===== src/rtl/imuc_pkg.sv =====
package imuc_pkg;

   localparam int AXES = 3;
   localparam int AXIS_X = 0;
   localparam int AXIS_Y = 1;
   localparam int AXIS_Z = 2;
   localparam int DATA_W = 16;
   localparam int QUOT_W = DATA_W + 1;
   localparam int CSR_INDEX_W = 2;

   localparam int WINDOW_DEFAULT = 10;
   localparam int CALIB_SAMPLES_DEFAULT = 200;

   localparam logic [CSR_INDEX_W-1:0] CSR_ACCEL_OFFSET_X = CSR_INDEX_W'(0);
   localparam logic [CSR_INDEX_W-1:0] CSR_ACCEL_OFFSET_Y = CSR_INDEX_W'(1);
   localparam logic [CSR_INDEX_W-1:0] CSR_ACCEL_OFFSET_Z = CSR_INDEX_W'(2);

   localparam logic signed [DATA_W-1:0] ACCEL_OFFSET_X_RESET = -16'sd5;
   localparam logic signed [DATA_W-1:0] ACCEL_OFFSET_Y_RESET = -16'sd160;
   localparam logic signed [DATA_W-1:0] ACCEL_OFFSET_Z_RESET = 16'sd0;

   typedef logic signed [DATA_W-1:0] sample_type;

   typedef enum logic [1:0] {
      DIV_IDLE,
      DIV_MUL,
      DIV_FIX
   } div_state_type;

   typedef struct packed {
      logic calib_clear;
      logic calib_accum;
      logic ring_write;
      logic bias_mul;
      logic bias_load;
      logic advance;
   } lane_ctrl_type;

   typedef struct packed {
      logic valid;
      logic status;
      logic average_updated;
   } pipe_flags_type;

endpackage


===== src/rtl/imuc_ctrl.sv =====
module imuc_ctrl #(
   parameter int WINDOW = imuc_pkg::WINDOW_DEFAULT,
   parameter int CALIB_SAMPLES = imuc_pkg::CALIB_SAMPLES_DEFAULT
) (
   input  logic                        clock,
   input  logic                        reset,
   input  logic                        accept,
   input  logic                        advance,
   output imuc_pkg::lane_ctrl_type     lane_ctrl,
   output logic [$clog2(WINDOW)-1:0]   ring_idx,
   output logic                        div_idle,
   output imuc_pkg::pipe_flags_type    s2_flags
);

   localparam int RI_W = $clog2(WINDOW);
   localparam int CNT_W = $clog2(CALIB_SAMPLES + 1);

   imuc_pkg::div_state_type div_state_ff, div_state_in;
   logic calibrated_ff, calibrated_in;
   logic [CNT_W-1:0] count_ff, count_in;
   logic [RI_W-1:0] ring_idx_ff, ring_idx_in;
   imuc_pkg::pipe_flags_type s1_flags_ff, s1_flags_in, s2_flags_ff, s2_flags_in;

   logic discard, calib_step, calib_last, do_avg;
   logic bias_mul, bias_load;

   always_comb begin
      discard = !calibrated_ff && (count_ff == '0);
      calib_step = !calibrated_ff && (count_ff != '0);
      calib_last = calib_step && (count_ff >= CNT_W'(CALIB_SAMPLES));
      do_avg = !discard && !calib_last;

      calibrated_in = calibrated_ff;
      count_in = count_ff;
      ring_idx_in = ring_idx_ff;
      if (accept) begin
         if (discard) begin
            count_in = CNT_W'(1);
         end else if (calib_last) begin
            count_in = '0;
            calibrated_in = 1'b1;
         end else if (calib_step) begin
            count_in = count_ff + 1'b1;
         end
         if (do_avg) begin
            ring_idx_in = (ring_idx_ff == RI_W'(WINDOW - 1)) ? '0 : ring_idx_ff + 1'b1;
         end
      end

      s1_flags_in = s1_flags_ff;
      s2_flags_in = s2_flags_ff;
      if (advance) begin
         s1_flags_in.valid = accept;
         s1_flags_in.status = !discard;
         s1_flags_in.average_updated = do_avg;
         s2_flags_in = s1_flags_ff;
      end
   end

   always_comb begin
      div_state_in = div_state_ff;
      unique case (div_state_ff)
         imuc_pkg::DIV_IDLE: begin
            if (accept && calib_last) begin
               div_state_in = imuc_pkg::DIV_MUL;
            end
         end
         imuc_pkg::DIV_MUL: div_state_in = imuc_pkg::DIV_FIX;
         imuc_pkg::DIV_FIX: div_state_in = imuc_pkg::DIV_IDLE;
         default: div_state_in = imuc_pkg::DIV_IDLE;
      endcase
   end

   always_comb begin
      bias_mul = 1'b0;
      bias_load = 1'b0;
      div_idle = 1'b0;
      unique case (div_state_ff)
         imuc_pkg::DIV_IDLE: div_idle = 1'b1;
         imuc_pkg::DIV_MUL: bias_mul = 1'b1;
         imuc_pkg::DIV_FIX: bias_load = 1'b1;
         default: div_idle = 1'b0;
      endcase
   end

   always_ff @(posedge clock) begin
      if (reset) begin
         div_state_ff <= imuc_pkg::DIV_IDLE;
         calibrated_ff <= 1'b0;
         count_ff <= '0;
         ring_idx_ff <= '0;
         s1_flags_ff <= '0;
         s2_flags_ff <= '0;
      end else begin
         div_state_ff <= div_state_in;
         calibrated_ff <= calibrated_in;
         count_ff <= count_in;
         ring_idx_ff <= ring_idx_in;
         s1_flags_ff <= s1_flags_in;
         s2_flags_ff <= s2_flags_in;
      end
   end

   always_comb begin
      lane_ctrl.calib_clear = accept && discard;
      lane_ctrl.calib_accum = accept && calib_step;
      lane_ctrl.ring_write = accept && do_avg;
      lane_ctrl.bias_mul = bias_mul;
      lane_ctrl.bias_load = bias_load;
      lane_ctrl.advance = advance;
   end

   assign ring_idx = ring_idx_ff;
   assign s2_flags = s2_flags_ff;

endmodule


===== config.mk =====
export PLATFORM = sky130hd
export DESIGN_NAME = imuc_ctrl
export DESIGN_NICKNAME = d
export VERILOG_FILES = /design/src/rtl/imuc_pkg.sv /design/src/rtl/imuc_ctrl.sv
export SDC_FILE = /design/constraint.sdc
export NUM_CORES = 1
export LEC_CHECK = 0
export BUFFER_PORTS_ARGS = -buffer_cell sky130_fd_sc_hd__buf_2
export CORE_AREA = 2 2 50 52
export DETAILED_ROUTE_END_ITERATION = 8
export DIE_AREA = 0 0 52 54
export GPL_TIMING_DRIVEN = 1
export PLACE_DENSITY = 0.65
export REMOVE_ABC_BUFFERS = 1
export SETUP_SLACK_MARGIN = 0.02
export SYNTH_ARGS = -nofsm -noshare
export SYNTH_HDL_FRONTEND = slang
export SYNTH_SLANG_ARGS = --single-unit

===== constraint.sdc =====
create_clock -name clock -period 2.62 [get_ports clock]
set_input_delay 0.262 -clock clock [delete_from_list [all_inputs] [get_ports clock]]
set_output_delay 0.262 -clock clock [all_outputs]
set_load 0.02 [all_outputs]

==> results of run 1 <==
[worst reg2reg max path, stage by stage (launching register included)]
cell	delay [ns]
dfxtp_1	0.35
inv_1	0.09
ha_1	0.15
nor4b_4	0.31
a21oi_4	0.13
o21a_4	0.23
mux2_4	0.29
[layer usage]
layer | routed length (um) | vias to the layer above | track usage (%) | part of all wire, %
met4 | 19 | 0 | 6.579 | 0.97
met5 | 0 | - | 0 | 0
met3 | 69 | 2 | 2.778 | 3.5
met2 | 907 | 12 | 25.95 | 46
met1 | 966 | 378 | 18.04 | 49
li1 | - | 420 | - | -
[power breakdown]
group / internal (mW) / switching [mW] / total, mW / leakage [nW]
Combinational: 0.0326 / 0.0469 / 0.0795 / 0.334
Clock: 0.0582 / 0.101 / 0.159 / 0.0139
Sequential: 0.329 / 0.00732 / 0.336 / 0.171
[final cells by class]
class / count / share of cell area, %
clock inverters: 1 / 0.6452
inverters: 3 / 0.9677
repair buffers: 17 / 7.312
multi-input cells: 82 / 49.78
flip-flops and latches: 21 / 36.13
clock buffers: 3 / 1.935
well taps: 30 / 3.226
[how the worst min path moves through the flow]
stage,start,to
3_5_place_dp,s1_flags_ff[0]$_SDFFE_PP0P_,s1_flags_ff[0]$_SDFFE_PP0P_
6_report,advance,s1_flags_ff[1]$_SDFFE_PP0P_
5_1_grt,advance,s1_flags_ff[1]$_SDFFE_PP0P_
4_1_cts,advance,s1_flags_ff[1]$_SDFFE_PP0P_
2_1_floorplan,reset,ring_idx[1]$_SDFFE_PP0P_
3_3_place_gp,div_state_ff[1]$_SDFFE_PP0P_,div_state_ff[1]$_SDFFE_PP0P_
[flip-flops by register name, indices dropped and copies added (netlist names)]
register / count
s2_flags: 3
s1_flags_ff: 3
calibrated_ff: 1
ring_idx: 4
div_state_ff: 2
count_ff: 8
[metrics by stage]
step / setup WS, ns / hold WS, ns / cells
6_report: 0.6382 / 0.2795 / 157
4_1_cts: 0.6288 / 0.2751 / 157
3_3_place_gp: 1.027 / 0.4712 / 153
2_1_floorplan: 1.048 / 0.3311 / 106
5_1_grt: 0.5193 / 0.2925 / 157
3_5_place_dp: 0.9944 / 0.4809 / 153
[cells in the final DEF (no fill, tap or decap), drive strengths merged, types with 2 or more instances in the layout]
cell type and count:
dfxtp 21, nor2 18, buf 17, nor2b 6
nand2 6, a21oi 6, mux2i 5, inv 3
xnor2 3, or3 3, and3 3, clkbuf 3
nor3 3, a211oi 2, nand3b 2, o21ai 2
mux2 2, a31oi 2, nand3 2, ha 2
[kinds of logic (layout without fill, tap and decap cells)]
| kind of cell | after synthesis | after routing | share of synthesized area (%) |
|---|---|---|---|
| flip-flops | 21 | 21 | 39.86 |
| buffers and inverters | 11 | 24 | 5.219 |
| XOR/XNOR | 4 | 4 | 3.322 |
| adder cells (fa/ha/maj) | 2 | 2 | 2.372 |
| AND/OR/NAND/NOR | 49 | 49 | 26.10 |
| AO/OA/AOI/OAI | 20 | 20 | 15.54 |
| multiplexers | 7 | 7 | 7.592 |
==> impl_results.md, run 1 <==
- Status: completed
- Final Hold Fails: 0
- Hold path cells: 2
- CORE AREA: 0.002320 mm^2
- Num Clock Sinks: 21
- Post-CTS setup buffers: 0
- Clock buffer depth: 2
- Total Routing Usage GR: around 15%
- Initial antenna violation count: 0
- CP max stage cell: dfxtp_1
- Hold Crit Class: input port to flop
- Skew-Pair Late Insertion Delay: 0.31 ns
- Final min period: just under 2 ns
- Critical path class: flop to output pin
- Area grow syn2layout: 10.32%
- Fillcell total: ~230
- RSZ-0062 raised after global routing: no
- Syn Inst Count: 114
- Critical Path RT: 2.36 ns
- First-pass GRT wire length: 3056 um
- Die Ht: about 54 um
- Setup-failing EPs final: 0
- Final #Nets: 134
- 1st-pass router iterations: 4
- Yosys top cell area share: 39.86%
- # Max-Cap Violations: 0
- Total CTS buffers: 3
- Pleak: 0.5185 nW
- # DRC: 0
- Drt wl/cell: about 12 um
- CP startpoint kind: flop
- WP depth: 6
- Total number of vias: 812
- Commonest cells post-synth: 21 x dfxtp_1, 18 x nor2_1, 6 x nand2_1, 6 x nor2b_1
- Peak Freq: a little over 500 MHz
- Mapped cell area: approximately 0.0011 mm^2
- Power density cells: 493.8 mW/mm^2
- Share of cells above drive strength 1: 23.62%
- Post-Route WL: 1961 um
- Post-CTS Hold Fix Bufs: 0
- Worst path cell trace: inv_1 > ha_1 > nor4b_4 > a21oi_4 > o21a_4 > buf_2
- Clk pin slew, worst setup/hold paths: 0.12 ns
- Synth area leaders: dfxtp_1 40%, nor2_1 6.4%, mux2i_1 4.7%
- Reg area: ~420 um^2
- Cell Rows: 18
- Overall power: 574.6 uW
- R2r setup slk: 0.97 ns
- Reg-to-Reg Start: count_ff[0]$_SDFFE_PP0P_
- Dpl cell area: between 0.001 and 0.0015 mm^2
- Routability-driven placement congestion ratio: 0.7915
- Yosys cell types: 38
- Async SR Flop Fraction: 0%
- Ys Warns: 0
- Tightest Pin Transition: 0.4174 ns
- Die area: roughly 0.0028 mm^2
- Largest net degree at the start of global routing: 18
- Top-count cell post-synth: dfxtp_1
- R2r worst-path depth: 6
- Hpwl dp: 1457 um
- Initial Utilization: 45.47%
- CP arrival: 1.72 ns
- VDD IR max: 0.2706 mV
- IO Pins: 18
- Sequential share of the synthesized area: 39.86%
- ANT cells: 0
- Max-slew headroom: between 70% and 80%
- Design Area, Final: 0.001164 mm^2
- CP Capture Point: lane_ctrl[3]
- Synth area leader: dfxtp_1
- Register bit count reported by yosys: 21
- Crit path max fanout: 5
- Worst R2R End: ring_idx[0]$_SDFFE_PP0P_
- IO buf count: 17
- Grt total ovfl: 0
- Layout Utilization: between 50% and 60%
- Post-synth EDFFs: 0
- Clock Tree Root: clkbuf_4
- Quantity of gates resized following cts: 0
- Via-to-Cell Ratio: 5.172
- Worst setup EP type: output pin
- Htree depth: 1
- Max incr delay on CP: 0.35 ns
- Vias in the first global route: 704
- Routed Antenna Nets: 0
- Die X: 52 um
- Dominant synthesized flop cell: dfxtp_1
- CP startpoint: count_ff[0]$_SDFFE_PP0P_
- Multi-input gate area: 579.3 um^2
- Avg Inst Size Synth: a little over 9 um^2
- CP top delay family: compound AO/OA/AOI/OAI gates
- Fin crit share: between 70% and 80%
- Fin. max-slew vios: 0
- 1st-iter DRT viols: 9
- CTS tree: built
- Setup_tns: 0 ns
- CP bufs+invs: 2
- Clock Skews: around 0.0063 ns
(Power assumes the default switching activity.)
==> inputs of run 2 (changes only) <==
- clock period: 2.62 -> 1.9 ns (I/O delays scaled with it)
==> run 2 against run 1 <==
Net effect:
- via count is 0.49% higher
- cell count increased by 1.3%
- die area is the same
- sequential share of layout area down 0.77 points
- clock-buffer cell count rose by 1
- first-iteration DRC count is 33% lower
- setup slack got worse by 0.55 ns
- flip-flop and latch count stayed put
- wire length decreased by 5.0%
==> impl_results.md, run 2 (synthesis results as in run 1) <==
- Power density cells: 664.4 mW/mm^2 (+35%)
- CP startpoint kind: flop
- Fillcell total: 229 (+1.8%)
- Place WS: 0.2824 ns (-0.7120 ns)
- # Max-Cap Violations: 0 (unchanged)
- Clock Tree Root: clkbuf_4
- Vias in the first global route: 709 (+0.71%)
- Grt total ovfl: 0 (unchanged)
- Total CTS buffers: 3 (unchanged)
- Clock Skews: 0.0008774 ns (-0.005414 ns)
- Hold Crit Class: input port to flop
- Max-slew headroom: 73.44% (+1.4 points)
- Multi-input gate area: 591.8 um^2 (+2.2%)
- Via-to-Cell Ratio: 5.132 (-0.77%)
- Register bank with the most flops: count_ff
- Design Area, Final: 0.001196 mm^2 (+2.8%)
- Peak Freq: 552.3 MHz
- Drt wl/cell: 11.71 um (-6.2%)
- Placed cell count: 153 (unchanged)
- CTS tree: built
- Post-Route WL: 1862 um (-5.0%)
- Dpl cell area: 0.001134 mm^2 (unchanged)
- Final setup margin: 0.08928 ns (-0.5490 ns)
- Initial antenna violation count: 0 (unchanged)
- Most common cell after layout, fill and taps aside: dfxtp_1
- Crit path max fanout: 4 (-1)
- First-pass GRT wire length: 3091 um (+1.1%)
- Status: completed
- Overall power: 794.7 uW (+38%)
- Total Routing Usage GR: 14.76% (-0.22 points)
- Most frequent cells in the layout: 19 x dfxtp_1, 18 x nor2_1, 16 x buf_2
- IO Pins: 18 (unchanged)
- Fin cells: 159 (+1.3%)
- Setup_tns: 0 ns (unchanged)
- Fin. max-slew vios: 0 (unchanged)
- Share of cells above drive strength 1: 27.91% (+4.3 points)
- Clock buffer depth: 2 (unchanged)
- Fin crit share: 95.30%
- Largest net degree at the start of global routing: 18 (unchanged)
- Worst hold slack: 0.2199 ns (-0.05965 ns)
- Htree depth: 1 (unchanged)
- Reg area: 422.9 um^2 (+0.60%)
- VDD IR max: 0.3664 mV (+35%)
- Pleak: 0.5316 nW (+2.5%)
- Cell Rows: 18 (unchanged)
- Critical Path RT: 1.71 ns (-0.65 ns)
- Worst setup EP type: output pin
- Initial Utilization: 45.47% (unchanged)
- Die Ht: 54 um (unchanged)
- ANT cells: 0 (unchanged)
- Critical path class: flop to output pin
- Layout Utilization: 51.56% (+1.4 points)
- Routability-driven placement congestion ratio: 0.7867 (-0.61%)
- Final Hold Fails: 0 (unchanged)
- Die area: 0.002808 mm^2 (unchanged)
- # DRC: 0 (unchanged)
- Routed Antenna Nets: 0 (unchanged)
- Hpwl dp: 1373 um (-5.8%)
- RSZ-0062 raised after global routing: yes
- IO buf count: 17 (unchanged)
- Largest register FFs: 8 (unchanged)
- Die X: 52 um (unchanged)
- CORE AREA: 0.002320 mm^2 (unchanged)
- Final min period: 1.811 ns
- 1st-pass router iterations: 4 (unchanged)
- CP arrival: 1.62 ns (-0.10 ns)
- Final #Nets: 136 (+1.5%)
- Num Clock Sinks: 21 (unchanged)
- Total number of vias: 816 (+0.49%)
- Area grow syn2layout: 13.40%
- 1st-iter DRT viols: 6 (-3)
- Setup-failing EPs final: 0 (unchanged)
- Clk pin slew, worst setup/hold paths: 0.11 ns (about the same)
- Tightest Pin Transition: 0.3962 ns (-0.02113 ns)
- Skew-Pair Late Insertion Delay: 0.29 ns (-0.02 ns)
run 2: final cells by class:
type	instances	share of cell area, %
flip-flops and latches	21	35.36
well taps	30	3.138
inverters	3	0.9414
clock buffers	4	2.197
multi-input cells	82	49.48
repair buffers	19	8.891
run 2: worst max-delay path, stage by stage (launching register included):
cell	delay, ns
dfxtp_2	0.36
inv_2	0.07
ha_4	0.12
nor4b_4	0.31
a21oi_4	0.11
o21a_4	0.24
buf_6	0.13
run 2: final timing paths:
path / start / endpoint / slack (ns) / cells past startpoint
setup / recovery: count_ff[1]$_SDFFE_PP0P_ / lane_ctrl[3] / 0.09 / 6
setup reg to reg: count_ff[1]$_SDFFE_PP0P_ / count_ff[7]$_SDFFE_PP0P_ / 0.20 / 7
hold / removal: advance / s1_flags_ff[0]$_SDFFE_PP0P_ / 0.22 / 2
hold reg to reg: s1_flags_ff[0]$_SDFFE_PP0P_ / s1_flags_ff[0]$_SDFFE_PP0P_ / 0.49 / 2
run 2: report_power, final:
group / switching [mW] / internal (mW)
clock: 0.127 / 0.0816
sequential: 0.0101 / 0.454
combinational: 0.0675 / 0.0539
total: 0.205 / 0.590
run 2: routing by layer:
| metal | up-vias | global-route usage, % | wire, um |
|---|---|---|---|
| li1 | 421 | - | - |
| met1 | 381 | 18.44 | 877 |
| met2 | 12 | 24.89 | 914 |
| met3 | 2 | 3.333 | 60 |
| met4 | 0 | 5.263 | 10 |
| met5 | - | 0 | 0 |
run 2: timing repair:
action / 4_1_cts / 5_1_grt
endpoints found under the hold margin: 0 / 0
gates resized for setup: 0 / 8
pin swaps: 1 / 3
setup buffers: 1 / 1
endpoints found under the setup margin: 1 / 4
hold buffers: 0 / 0
gates cloned: 0 / 0
