$ cat src/rtl/imuc_pkg.sv
package imuc_pkg;

   localparam int AXES = 3;
   localparam int AXIS_X = 0;
   localparam int AXIS_Y = 1;
   localparam int AXIS_Z = 2;
   localparam int DATA_W = 16;
   localparam int QUOT_W = DATA_W + 1;
   localparam int CSR_INDEX_W = 2;

   localparam int WINDOW_DEFAULT = 10;
   localparam int CALIB_SAMPLES_DEFAULT = 200;

   localparam logic [CSR_INDEX_W-1:0] CSR_ACCEL_OFFSET_X = CSR_INDEX_W'(0);
   localparam logic [CSR_INDEX_W-1:0] CSR_ACCEL_OFFSET_Y = CSR_INDEX_W'(1);
   localparam logic [CSR_INDEX_W-1:0] CSR_ACCEL_OFFSET_Z = CSR_INDEX_W'(2);

   localparam logic signed [DATA_W-1:0] ACCEL_OFFSET_X_RESET = -16'sd5;
   localparam logic signed [DATA_W-1:0] ACCEL_OFFSET_Y_RESET = -16'sd160;
   localparam logic signed [DATA_W-1:0] ACCEL_OFFSET_Z_RESET = 16'sd0;

   typedef logic signed [DATA_W-1:0] sample_type;

   typedef enum logic [1:0] {
      DIV_IDLE,
      DIV_MUL,
      DIV_FIX
   } div_state_type;

   typedef struct packed {
      logic calib_clear;
      logic calib_accum;
      logic ring_write;
      logic bias_mul;
      logic bias_load;
      logic advance;
   } lane_ctrl_type;

   typedef struct packed {
      logic valid;
      logic status;
      logic average_updated;
   } pipe_flags_type;

endpackage

$ cat src/rtl/imuc_rsp_if.sv
interface imuc_rsp_if;
   logic valid;
   logic ready;
   logic status;
   logic average_updated;
   imuc_pkg::sample_type gyro_x;
   imuc_pkg::sample_type gyro_y;
   imuc_pkg::sample_type gyro_z;
   imuc_pkg::sample_type accel_avg_x;
   imuc_pkg::sample_type accel_avg_y;
   imuc_pkg::sample_type accel_avg_z;

   modport source (
      output valid, status, average_updated, gyro_x, gyro_y, gyro_z,
      output accel_avg_x, accel_avg_y, accel_avg_z,
      input ready
   );
   modport sink (
      input valid, status, average_updated, gyro_x, gyro_y, gyro_z,
      input accel_avg_x, accel_avg_y, accel_avg_z,
      output ready
   );
endinterface

$ cat src/rtl/imuc_merge.sv
module imuc_merge (
   input  logic                       clock,
   input  logic                       reset,
   input  imuc_pkg::pipe_flags_type   s2_flags,
   input  imuc_pkg::sample_type       gyro [imuc_pkg::AXES],
   input  imuc_pkg::sample_type       accel_avg [imuc_pkg::AXES],
   imuc_rsp_if.source                 rsp,
   output logic                       advance
);

   logic out_valid_ff, out_valid_in;
   logic status_ff, updated_ff;
   imuc_pkg::sample_type gyro_ff [imuc_pkg::AXES];
   imuc_pkg::sample_type avg_ff [imuc_pkg::AXES];

   always_comb begin
      advance = !out_valid_ff || rsp.ready;
      out_valid_in = advance ? s2_flags.valid : out_valid_ff;
   end

   always_ff @(posedge clock) begin
      if (reset) begin
         out_valid_ff <= 1'b0;
      end else begin
         out_valid_ff <= out_valid_in;
      end
   end

   always_ff @(posedge clock) begin
      if (advance && s2_flags.valid) begin
         status_ff <= s2_flags.status;
         updated_ff <= s2_flags.average_updated;
         gyro_ff <= gyro;
         avg_ff <= accel_avg;
      end
   end

   assign rsp.valid = out_valid_ff;
   assign rsp.status = status_ff;
   assign rsp.average_updated = updated_ff;
   assign rsp.gyro_x = gyro_ff[imuc_pkg::AXIS_X];
   assign rsp.gyro_y = gyro_ff[imuc_pkg::AXIS_Y];
   assign rsp.gyro_z = gyro_ff[imuc_pkg::AXIS_Z];
   assign rsp.accel_avg_x = avg_ff[imuc_pkg::AXIS_X];
   assign rsp.accel_avg_y = avg_ff[imuc_pkg::AXIS_Y];
   assign rsp.accel_avg_z = avg_ff[imuc_pkg::AXIS_Z];

endmodule

$ cat src/flat_wrapper.sv
// flat-port wrapper written by rule: the top's interface ports become plain ports
module imuc_merge_flat 
  (clock, reset, s2_flags, gyro, accel_avg, advance, rsp_valid, rsp_status, rsp_average_updated, rsp_gyro_x, rsp_gyro_y, rsp_gyro_z, rsp_accel_avg_x, rsp_accel_avg_y, rsp_accel_avg_z, rsp_ready);
  imuc_rsp_if rsp_i ();
  input  logic clock;
  input  logic reset;
  input  imuc_pkg::pipe_flags_type s2_flags;
  input  imuc_pkg::sample_type gyro[imuc_pkg::AXES];
  input  imuc_pkg::sample_type accel_avg[imuc_pkg::AXES];
  output logic advance;
  output wire logic [$bits(rsp_i.valid)-1:0] rsp_valid;
  output wire logic [$bits(rsp_i.status)-1:0] rsp_status;
  output wire logic [$bits(rsp_i.average_updated)-1:0] rsp_average_updated;
  output wire logic [$bits(rsp_i.gyro_x)-1:0] rsp_gyro_x;
  output wire logic [$bits(rsp_i.gyro_y)-1:0] rsp_gyro_y;
  output wire logic [$bits(rsp_i.gyro_z)-1:0] rsp_gyro_z;
  output wire logic [$bits(rsp_i.accel_avg_x)-1:0] rsp_accel_avg_x;
  output wire logic [$bits(rsp_i.accel_avg_y)-1:0] rsp_accel_avg_y;
  output wire logic [$bits(rsp_i.accel_avg_z)-1:0] rsp_accel_avg_z;
  input wire logic [$bits(rsp_i.ready)-1:0] rsp_ready;
  assign rsp_valid = rsp_i.valid;
  assign rsp_status = rsp_i.status;
  assign rsp_average_updated = rsp_i.average_updated;
  assign rsp_gyro_x = rsp_i.gyro_x;
  assign rsp_gyro_y = rsp_i.gyro_y;
  assign rsp_gyro_z = rsp_i.gyro_z;
  assign rsp_accel_avg_x = rsp_i.accel_avg_x;
  assign rsp_accel_avg_y = rsp_i.accel_avg_y;
  assign rsp_accel_avg_z = rsp_i.accel_avg_z;
  assign rsp_i.ready = rsp_ready;
  imuc_merge u_core (.clock(clock), .reset(reset), .s2_flags(s2_flags), .gyro(gyro), .accel_avg(accel_avg), .rsp(rsp_i), .advance(advance));
endmodule
$ cat config.mk
export PLATFORM = sky130hd
export DESIGN_NAME = imuc_merge_flat
export DESIGN_NICKNAME = d
export VERILOG_FILES = /design/src/rtl/imuc_pkg.sv /design/src/rtl/imuc_rsp_if.sv /design/src/rtl/imuc_merge.sv /design/src/flat_wrapper.sv
export SDC_FILE = /design/constraint.sdc
export NUM_CORES = 1
export LEC_CHECK = 0
export BUFFER_PORTS_ARGS = -buffer_cell sky130_fd_sc_hd__buf_4
export CAP_MARGIN = 20
export CORE_ASPECT_RATIO = 1.5
export CORE_MARGIN = 2
export CORE_UTILIZATION = 30
export CTS_BUF_LIST = sky130_fd_sc_hd__clkbuf_4
export CTS_CLUSTER_SIZE = 24
export DETAILED_ROUTE_END_ITERATION = 8
export GPL_ROUTABILITY_DRIVEN = 1
export MAX_ROUTING_LAYER = met4
export RECOVER_POWER = 100
export SLEW_MARGIN = 20
export SYNTH_ARGS = -nofsm -noshare
export SYNTH_HDL_FRONTEND = slang
export SYNTH_SLANG_ARGS = --single-unit
$ cat constraint.sdc
create_clock -name clock -period 3 [get_ports clock]
set_input_delay 0 -clock clock [delete_from_list [all_inputs] [get_ports clock]]
set_output_delay 0 -clock clock [all_outputs]
set_load 0.01 [all_outputs]
==> flow_metrics.env, run 1 <==
export IMPL_core_rowCount=44
export IMPL_final_period_utilization_pct=69.6
export IMPL_critical_path_n_buffers_inverters=1
export IMPL_rsz_0062_raised_after_global_routing="false"
export IMPL_r2r_start="u_core.rsp.valid$_SDFFE_PP0P_"
export IMPL_outcome="finished clean"
export IMPL_flow_area_growth_from_synthesis_pct=81.3
export IMPL_drc=0
export IMPL_num_io_pins=202
export IMPL_yosys_cell_types_count=6
export IMPL_start_util_pct=30.9
export IMPL_final_min_clock_period_ns=2.09
export IMPL_worst_setup_path_type="reg -> reg"
export IMPL_maximum_number_of_pins_on_one_net_before_global_route_repair=54
export IMPL_route_detailed_wl_per_inst_microns=15.6
export IMPL_grt_antenna_before_repair=0
export IMPL_maximum_frequency_from_static_timing_analysis_ghz=0.479
export IMPL_worst_slew_pin_slew_ns=1.21
export IMPL_vias_in_the_first_global_route=2381
export IMPL_tritoncts="done"
export IMPL_synth_yosys_seq_area_share_pct=98.8
export IMPL_synthesis_nets=205
export IMPL_clock_insertion_delay_worst_skew_ns=0.43
export IMPL_postPlaceCellArea_sq_mm=0.00467
export IMPL_overflow=0
export IMPL_worst_slew_margin_rel_pct=19.2
export IMPL_clock_tree_buffer_depth=2
export IMPL_die_area_sq_mm=0.0108
export IMPL_vias_per_std_cell=4.07
export IMPL_max_cap_violations=0
export IMPL_end_kind="flop"
export IMPL_worst_setup_slack_final_ns=0.911
export IMPL_worstPathArrival_ns=2.22
export IMPL_critPathTopFamily="simple AND/OR/NAND/NOR gates"
export IMPL_antenna_violating_nets_post_route=0
export IMPL_synth_seq_cells=99
export IMPL_pre_repair_dr_iteration_count=3
export IMPL_dpl_cell_count=420
export IMPL_maxSlewViolCount=0
export IMPL_cts_htree_levels=3
export IMPL_portBuffers=201
export IMPL_p_leak_nw=2.06
export IMPL_final_hold_violation_count=0
export IMPL_drt_iter0_markers=81
export IMPL_final_common_cell="clkbuf_4"
export IMPL_cts_root_buf="clkbuf_4"
export IMPL_syn_cell_area_sq_mm=0.00300
export IMPL_cp_depth=3
export IMPL_timing_critical_path_required_ns=3.13
export IMPL_fp_dieW_microns=85.6
export IMPL_totalWireLength_microns=8360
export IMPL_drive_gt1_share_pct=28.7
export IMPL_skew_ns=0.0130
export IMPL_power_ir_vdd_worst_uv=328
export IMPL_cts_clk_slew_worst_paths_ns=0.16
export IMPL_slowest_delay_ns=0.94
export IMPL_synthesis_area_per_instance_sq_um=29.1
export IMPL_placeableCoreArea_sq_mm=0.00969
export IMPL_tritoncts_num_sinks=99
export IMPL_globalplace_congestion=0.718
export IMPL_antenna_cells_inserted=0
export IMPL_cts_repair_resizes=0
export IMPL_die_height_microns=126
export IMPL_via_count=2180
export IMPL_cts_inserted_buffers=9
export IMPL_global_route_usage_total_pct=15.8
export IMPL_crit_path_max_fanout=53
export IMPL_chain_of_cells_forming_the_critical_path="nand2b_2 -> and2_2 -> buf_12"
export IMPL_startpoint_types="flop"
export IMPL_grt_first_pass_wirelength_microns=12200
export IMPL_cell_type_of_the_slowest_stage_on_the_worst_timing_path="and2_2"
export IMPL_r2r_worst_path_cells=3
export IMPL_post_route_util_pct=56.1
export IMPL_finish_net_count=518
export IMPL_worst_r2r_endpoint="u_core.rsp.accel_avg_y[14]$_DFFE_PP_"
export IMPL_synthCells=103
export IMPL_setup_tns_ns=0
export IMPL_hold_path_class="in -> reg"
export IMPL_synthesis_yosys_warnings=0
export IMPL_mostFrequentLayoutCells="109 x clkbuf_4, 100 x dlygate4sd3_1, 99 x clkbuf_1, 98 x edfxtp_1, 4 x buf_4"
export IMPL_critPathCapture="u_core.rsp.accel_avg_y[14]$_DFFE_PP_"
export IMPL_p_per_area_mw_per_mm2=496
export IMPL_stdcell_count=536
export IMPL_ff2ff_setup_slack_ns=0.91
export IMPL_worstSetupStartpoint="u_core.rsp.valid$_SDFFE_PP0P_"
export IMPL_stdcell_area_sq_mm=0.00544
export IMPL_pre_cts_slack_ns=1.27
export IMPL_report_final_setup_viol=0
area by class of cell:
cell class / count / area [sq um]
fill: 854 / 4250
inverter: 1 / 3.75
multi-input combinational: 3 / 21.3
clock buffer: 11 / 82.6
clock inverter: 5 / 62.6
sequential: 99 / 2960
tap: 115 / 144
timing repair buffer: 302 / 2160
cell usage after synthesis:
library cell / n / area, sq um
a21oi_2: 1 / 8.76
dfxtp_1: 1 / 20.0
inv_1: 1 / 3.75
nand2b_4: 1 / 13.8
edfxtp_1: 98 / 2940
and2_4: 1 / 8.76
sequential cells by signal, summed over array words and instances, names as in the netlist:
signal	flops
u_core.rsp.accel_avg_x	16
u_core.rsp.accel_avg_y	16
u_core.rsp.accel_avg_z	16
u_core.rsp.average_updated	1
u_core.rsp.gyro_x	16
u_core.rsp.gyro_y	16
u_core.rsp.gyro_z	16
u_core.rsp.status	1
u_core.rsp.valid	1
repair_timing:
item | in CTS | in global routing
buffers inserted | 0 | 0
hold buffers | 100 | 0
endpoints found under the hold margin | 99 | 0
how the worst min path moves through the flow:
stage / start / endpoint / slack [ns] / cells past startpoint
2_1_floorplan: reset / u_core.rsp.valid$_SDFFE_PP0P_ / 0.06 / 1
3_3_place_gp: reset / u_core.rsp.valid$_SDFFE_PP0P_ / 0.16 / 2
3_5_place_dp: reset / u_core.rsp.valid$_SDFFE_PP0P_ / 0.16 / 2
4_1_cts: gyro[8] / u_core.rsp.gyro_z[8]$_DFFE_PP_ / 0.22 / 2
5_1_grt: gyro[34] / u_core.rsp.gyro_x[2]$_DFFE_PP_ / 0.24 / 2
6_report: gyro[34] / u_core.rsp.gyro_x[2]$_DFFE_PP_ / 0.28 / 2
layer usage:
layer / global-route usage, % / share of wire (%)
met1: 17.0 / 36
met4: 8.68 / 3.8
met2: 26.4 / 53
met3: 3.77 / 6.9
met5: - / 0
per-stage QoR:
step | hold slack, ns | total power, mW
5_1_grt | 0.236 | 2.83
3_5_place_dp | 0.157 | 1.98
3_3_place_gp | 0.156 | 1.97
2_1_floorplan | 0.0624 | 1.74
4_1_cts | 0.219 | 2.80
6_report | 0.282 | 2.69
power breakdown:
part | total (mW) | internal, mW | switching, mW
combinational | 0.343 | 0.194 | 0.148
clock | 0.714 | 0.278 | 0.436
sequential | 1.64 | 1.62 | 0.0208
total | 2.69 | 2.09 | 0.605
kinds of logic (layout without fill, tap and decap cells):
family	after synthesis	count (layout)	share of synthesized area (%)
buf+inv	1	319	0.125
compound gates	1	1	0.292
flops	99	99	98.8
simple gates	2	2	0.751
Power figures use the tool's default switching activity.
==> run 2: changes to the inputs <==
==> constraint.sdc (replaced) <==
create_clock -name clock -period 2.2 [get_ports clock]
set_input_delay 0 -clock clock [delete_from_list [all_inputs] [get_ports clock]]
set_output_delay 0 -clock clock [all_outputs]
set_load 0.01 [all_outputs]
==> run 2 against run 1 <==
Utilization is 0.17 points higher. Register-to-register slack worse by 0.36 ns. Via count is 1.5% higher. First-iteration DRC count is 58% higher. Worst setup slack worse by 0.36 ns. Sequential share of layout area is 0.16 points lower. Flip-flop and latch count stayed put. Die area stayed put. Wire length is 2.8% higher. Cell count is 0.19% higher.
==> flow_metrics.env, run 2 (synthesized netlist as in run 1, its figures left out) <==
export IMPL_die_height_microns=126
export IMPL_worst_setup_slack_final_ns=0.552
export IMPL_startpoint_types="flop"
export IMPL_end_kind="flop"
export IMPL_drc=0
export IMPL_totalWireLength_microns=8590
export IMPL_worstHoldPathCells=2
export IMPL_vias_per_std_cell=4.12
export IMPL_p_leak_nw=2.06
export IMPL_finish_net_count=519
export IMPL_critical_path_n_buffers_inverters=1
export IMPL_cts_htree_levels=3
export IMPL_grt_antenna_before_repair=0
export IMPL_worst_setup_path_type="reg -> reg"
export IMPL_cts_repair_resizes=0
export IMPL_die_area_sq_mm=0.0108
export IMPL_antenna_cells_inserted=0
export IMPL_crit_path_max_fanout=38
export IMPL_worst_slew_margin_rel_pct=56.0
export IMPL_p_per_area_mw_per_mm2=671
export IMPL_final_period_utilization_pct=74.9
export IMPL_placeableCoreArea_sq_mm=0.00969
export IMPL_r2r_worst_path_cells=3
export IMPL_portBuffers=201
export IMPL_clock_insertion_delay_worst_skew_ns=0.45
export IMPL_worst_min_delay_path_startpoint="gyro[8]"
export IMPL_clock_tree_buffer_depth=2
export IMPL_chain_of_cells_forming_the_critical_path="nand2b_2 -> and2_2 -> buf_12"
export IMPL_via_count=2212
export IMPL_pre_repair_dr_iteration_count=4
export IMPL_worstSetupStartpoint="u_core.rsp.valid$_SDFFE_PP0P_"
export IMPL_outcome="finished clean"
export IMPL_drive_gt1_share_pct=28.7
export IMPL_tritoncts="done"
export IMPL_vias_in_the_first_global_route=2477
export IMPL_hold_path_class="in -> reg"
export IMPL_report_final_setup_viol=0
export IMPL_power_ir_vdd_worst_uv=406
export IMPL_flow_area_growth_from_synthesis_pct=81.8
export IMPL_final_min_clock_period_ns=1.65
export IMPL_route_detailed_wl_per_inst_microns=16.0
export IMPL_fin_hold_ws_ns=0.271
export IMPL_cp_depth=3
export IMPL_maximum_frequency_from_static_timing_analysis_ghz=0.607
export IMPL_cts_inserted_buffers=9
export IMPL_antenna_violating_nets_post_route=0
export IMPL_tritoncts_num_sinks=99
export IMPL_cts_root_buf="clkbuf_4"
export IMPL_core_rowCount=44
export IMPL_max_cap_violations=0
export IMPL_pre_cts_slack_ns=0.763
export IMPL_worstPathArrival_ns=1.80
export IMPL_grt_first_pass_wirelength_microns=12600
export IMPL_whs_endpoint="u_core.rsp.gyro_z[8]$_DFFE_PP_"
export IMPL_fp_dieW_microns=85.6
export IMPL_timing_critical_path_required_ns=2.35
export IMPL_overflow=0
export IMPL_ff2ff_setup_slack_ns=0.55
export IMPL_start_util_pct=30.9
export IMPL_drt_iter0_markers=128
export IMPL_final_hold_violation_count=0
export IMPL_critPathTopFamily="simple AND/OR/NAND/NOR gates"
export IMPL_worst_slew_pin_slew_ns=0.659
export IMPL_slowest_delay_ns=0.58
export IMPL_final_common_cell="clkbuf_4"
export IMPL_cell_type_of_the_slowest_stage_on_the_worst_timing_path="and2_2"
export IMPL_skew_ns=0.0128
export IMPL_worst_r2r_endpoint="u_core.rsp.gyro_x[6]$_DFFE_PP_"
export IMPL_cts_clk_slew_worst_paths_ns=0.15
export IMPL_rsz_0062_raised_after_global_routing="false"
export IMPL_mostFrequentLayoutCells="108 x clkbuf_4, 100 x dlygate4sd3_1, 99 x clkbuf_1, 98 x edfxtp_1, 4 x buf_4"
export IMPL_maximum_number_of_pins_on_one_net_before_global_route_repair=39
export IMPL_setup_tns_ns=0
export IMPL_maxSlewViolCount=0
export IMPL_num_io_pins=202
export IMPL_r2r_start="u_core.rsp.valid$_SDFFE_PP0P_"
export IMPL_globalplace_congestion=0.716
export IMPL_global_route_usage_total_pct=16.4
[run 2: cell count changes in the layout (fill, tap and decap cells not counted)]
cell and change:
clkinv_1 +1, clkinv_4 +1, inv_6 -1, clkbuf_4 -1, buf_12 +1
[run 2: per-stage QoR]
| step | total power [mW] | utilization [%] | instance area [sq um] | std cells |
|---|---|---|---|---|
| 2_1_floorplan | 2.37 | - | 3000 | 103 |
| 3_3_place_gp | 2.69 | 48.4 | 4690 | 421 |
| 3_5_place_dp | 2.70 | 48.4 | 4690 | 421 |
| 4_1_cts | 3.80 | 60.2 | 5830 | 537 |
| 5_1_grt | 3.81 | 56.3 | 5450 | 537 |
| 6_report | 3.66 | 56.3 | 5450 | 537 |
[run 2: area by class of cell]
class | instances | area (sq um)
Tap cell | 115 | 144
Clock inverter | 6 | 66.3
Clock buffer | 10 | 75.1
Multi-Input combinational cell | 3 | 21.3
Inverter | 1 | 3.75
Fill cell | 840 | 4240
Sequential cell | 99 | 2960
Timing Repair Buffer | 303 | 2180
[run 2: what timing repair did]
action / in CTS / in global routing
endpoints found under the hold margin: 99 / 0
setup buffers: 0 / 0
hold buffers: 100 / 0
[run 2: per-layer routing]
layer  routed length (microns)  global-route usage [%]  share of wire, %
met1                      3000                    16.7                35
met2                      4650                    28.5                54
met3                       616                    3.84               7.2
met4                       327                    9.43               3.8
met5                         0                       -                 0
[run 2: worst max-delay path by stage]
stage	to	slack, ns
after floorplan	u_core.rsp.accel_avg_x[0]$_DFFE_PP_	0.59
after global placement	u_core.rsp.gyro_z[11]$_DFFE_PP_	0.81
after detailed placement	u_core.rsp.accel_avg_x[2]$_DFFE_PP_	0.76
after CTS	u_core.rsp.accel_avg_z[9]$_DFFE_PP_	0.75
after global routing	u_core.rsp.gyro_x[6]$_DFFE_PP_	0.45
final	u_core.rsp.gyro_x[6]$_DFFE_PP_	0.55
[run 2: report_power, final]
part           internal, mW  total (mW)  leakage (nW)  switching [mW]
clock                 0.360       0.949        0.0702           0.590
sequential             2.20        2.23         0.956          0.0286
combinational         0.270       0.476          1.04           0.206
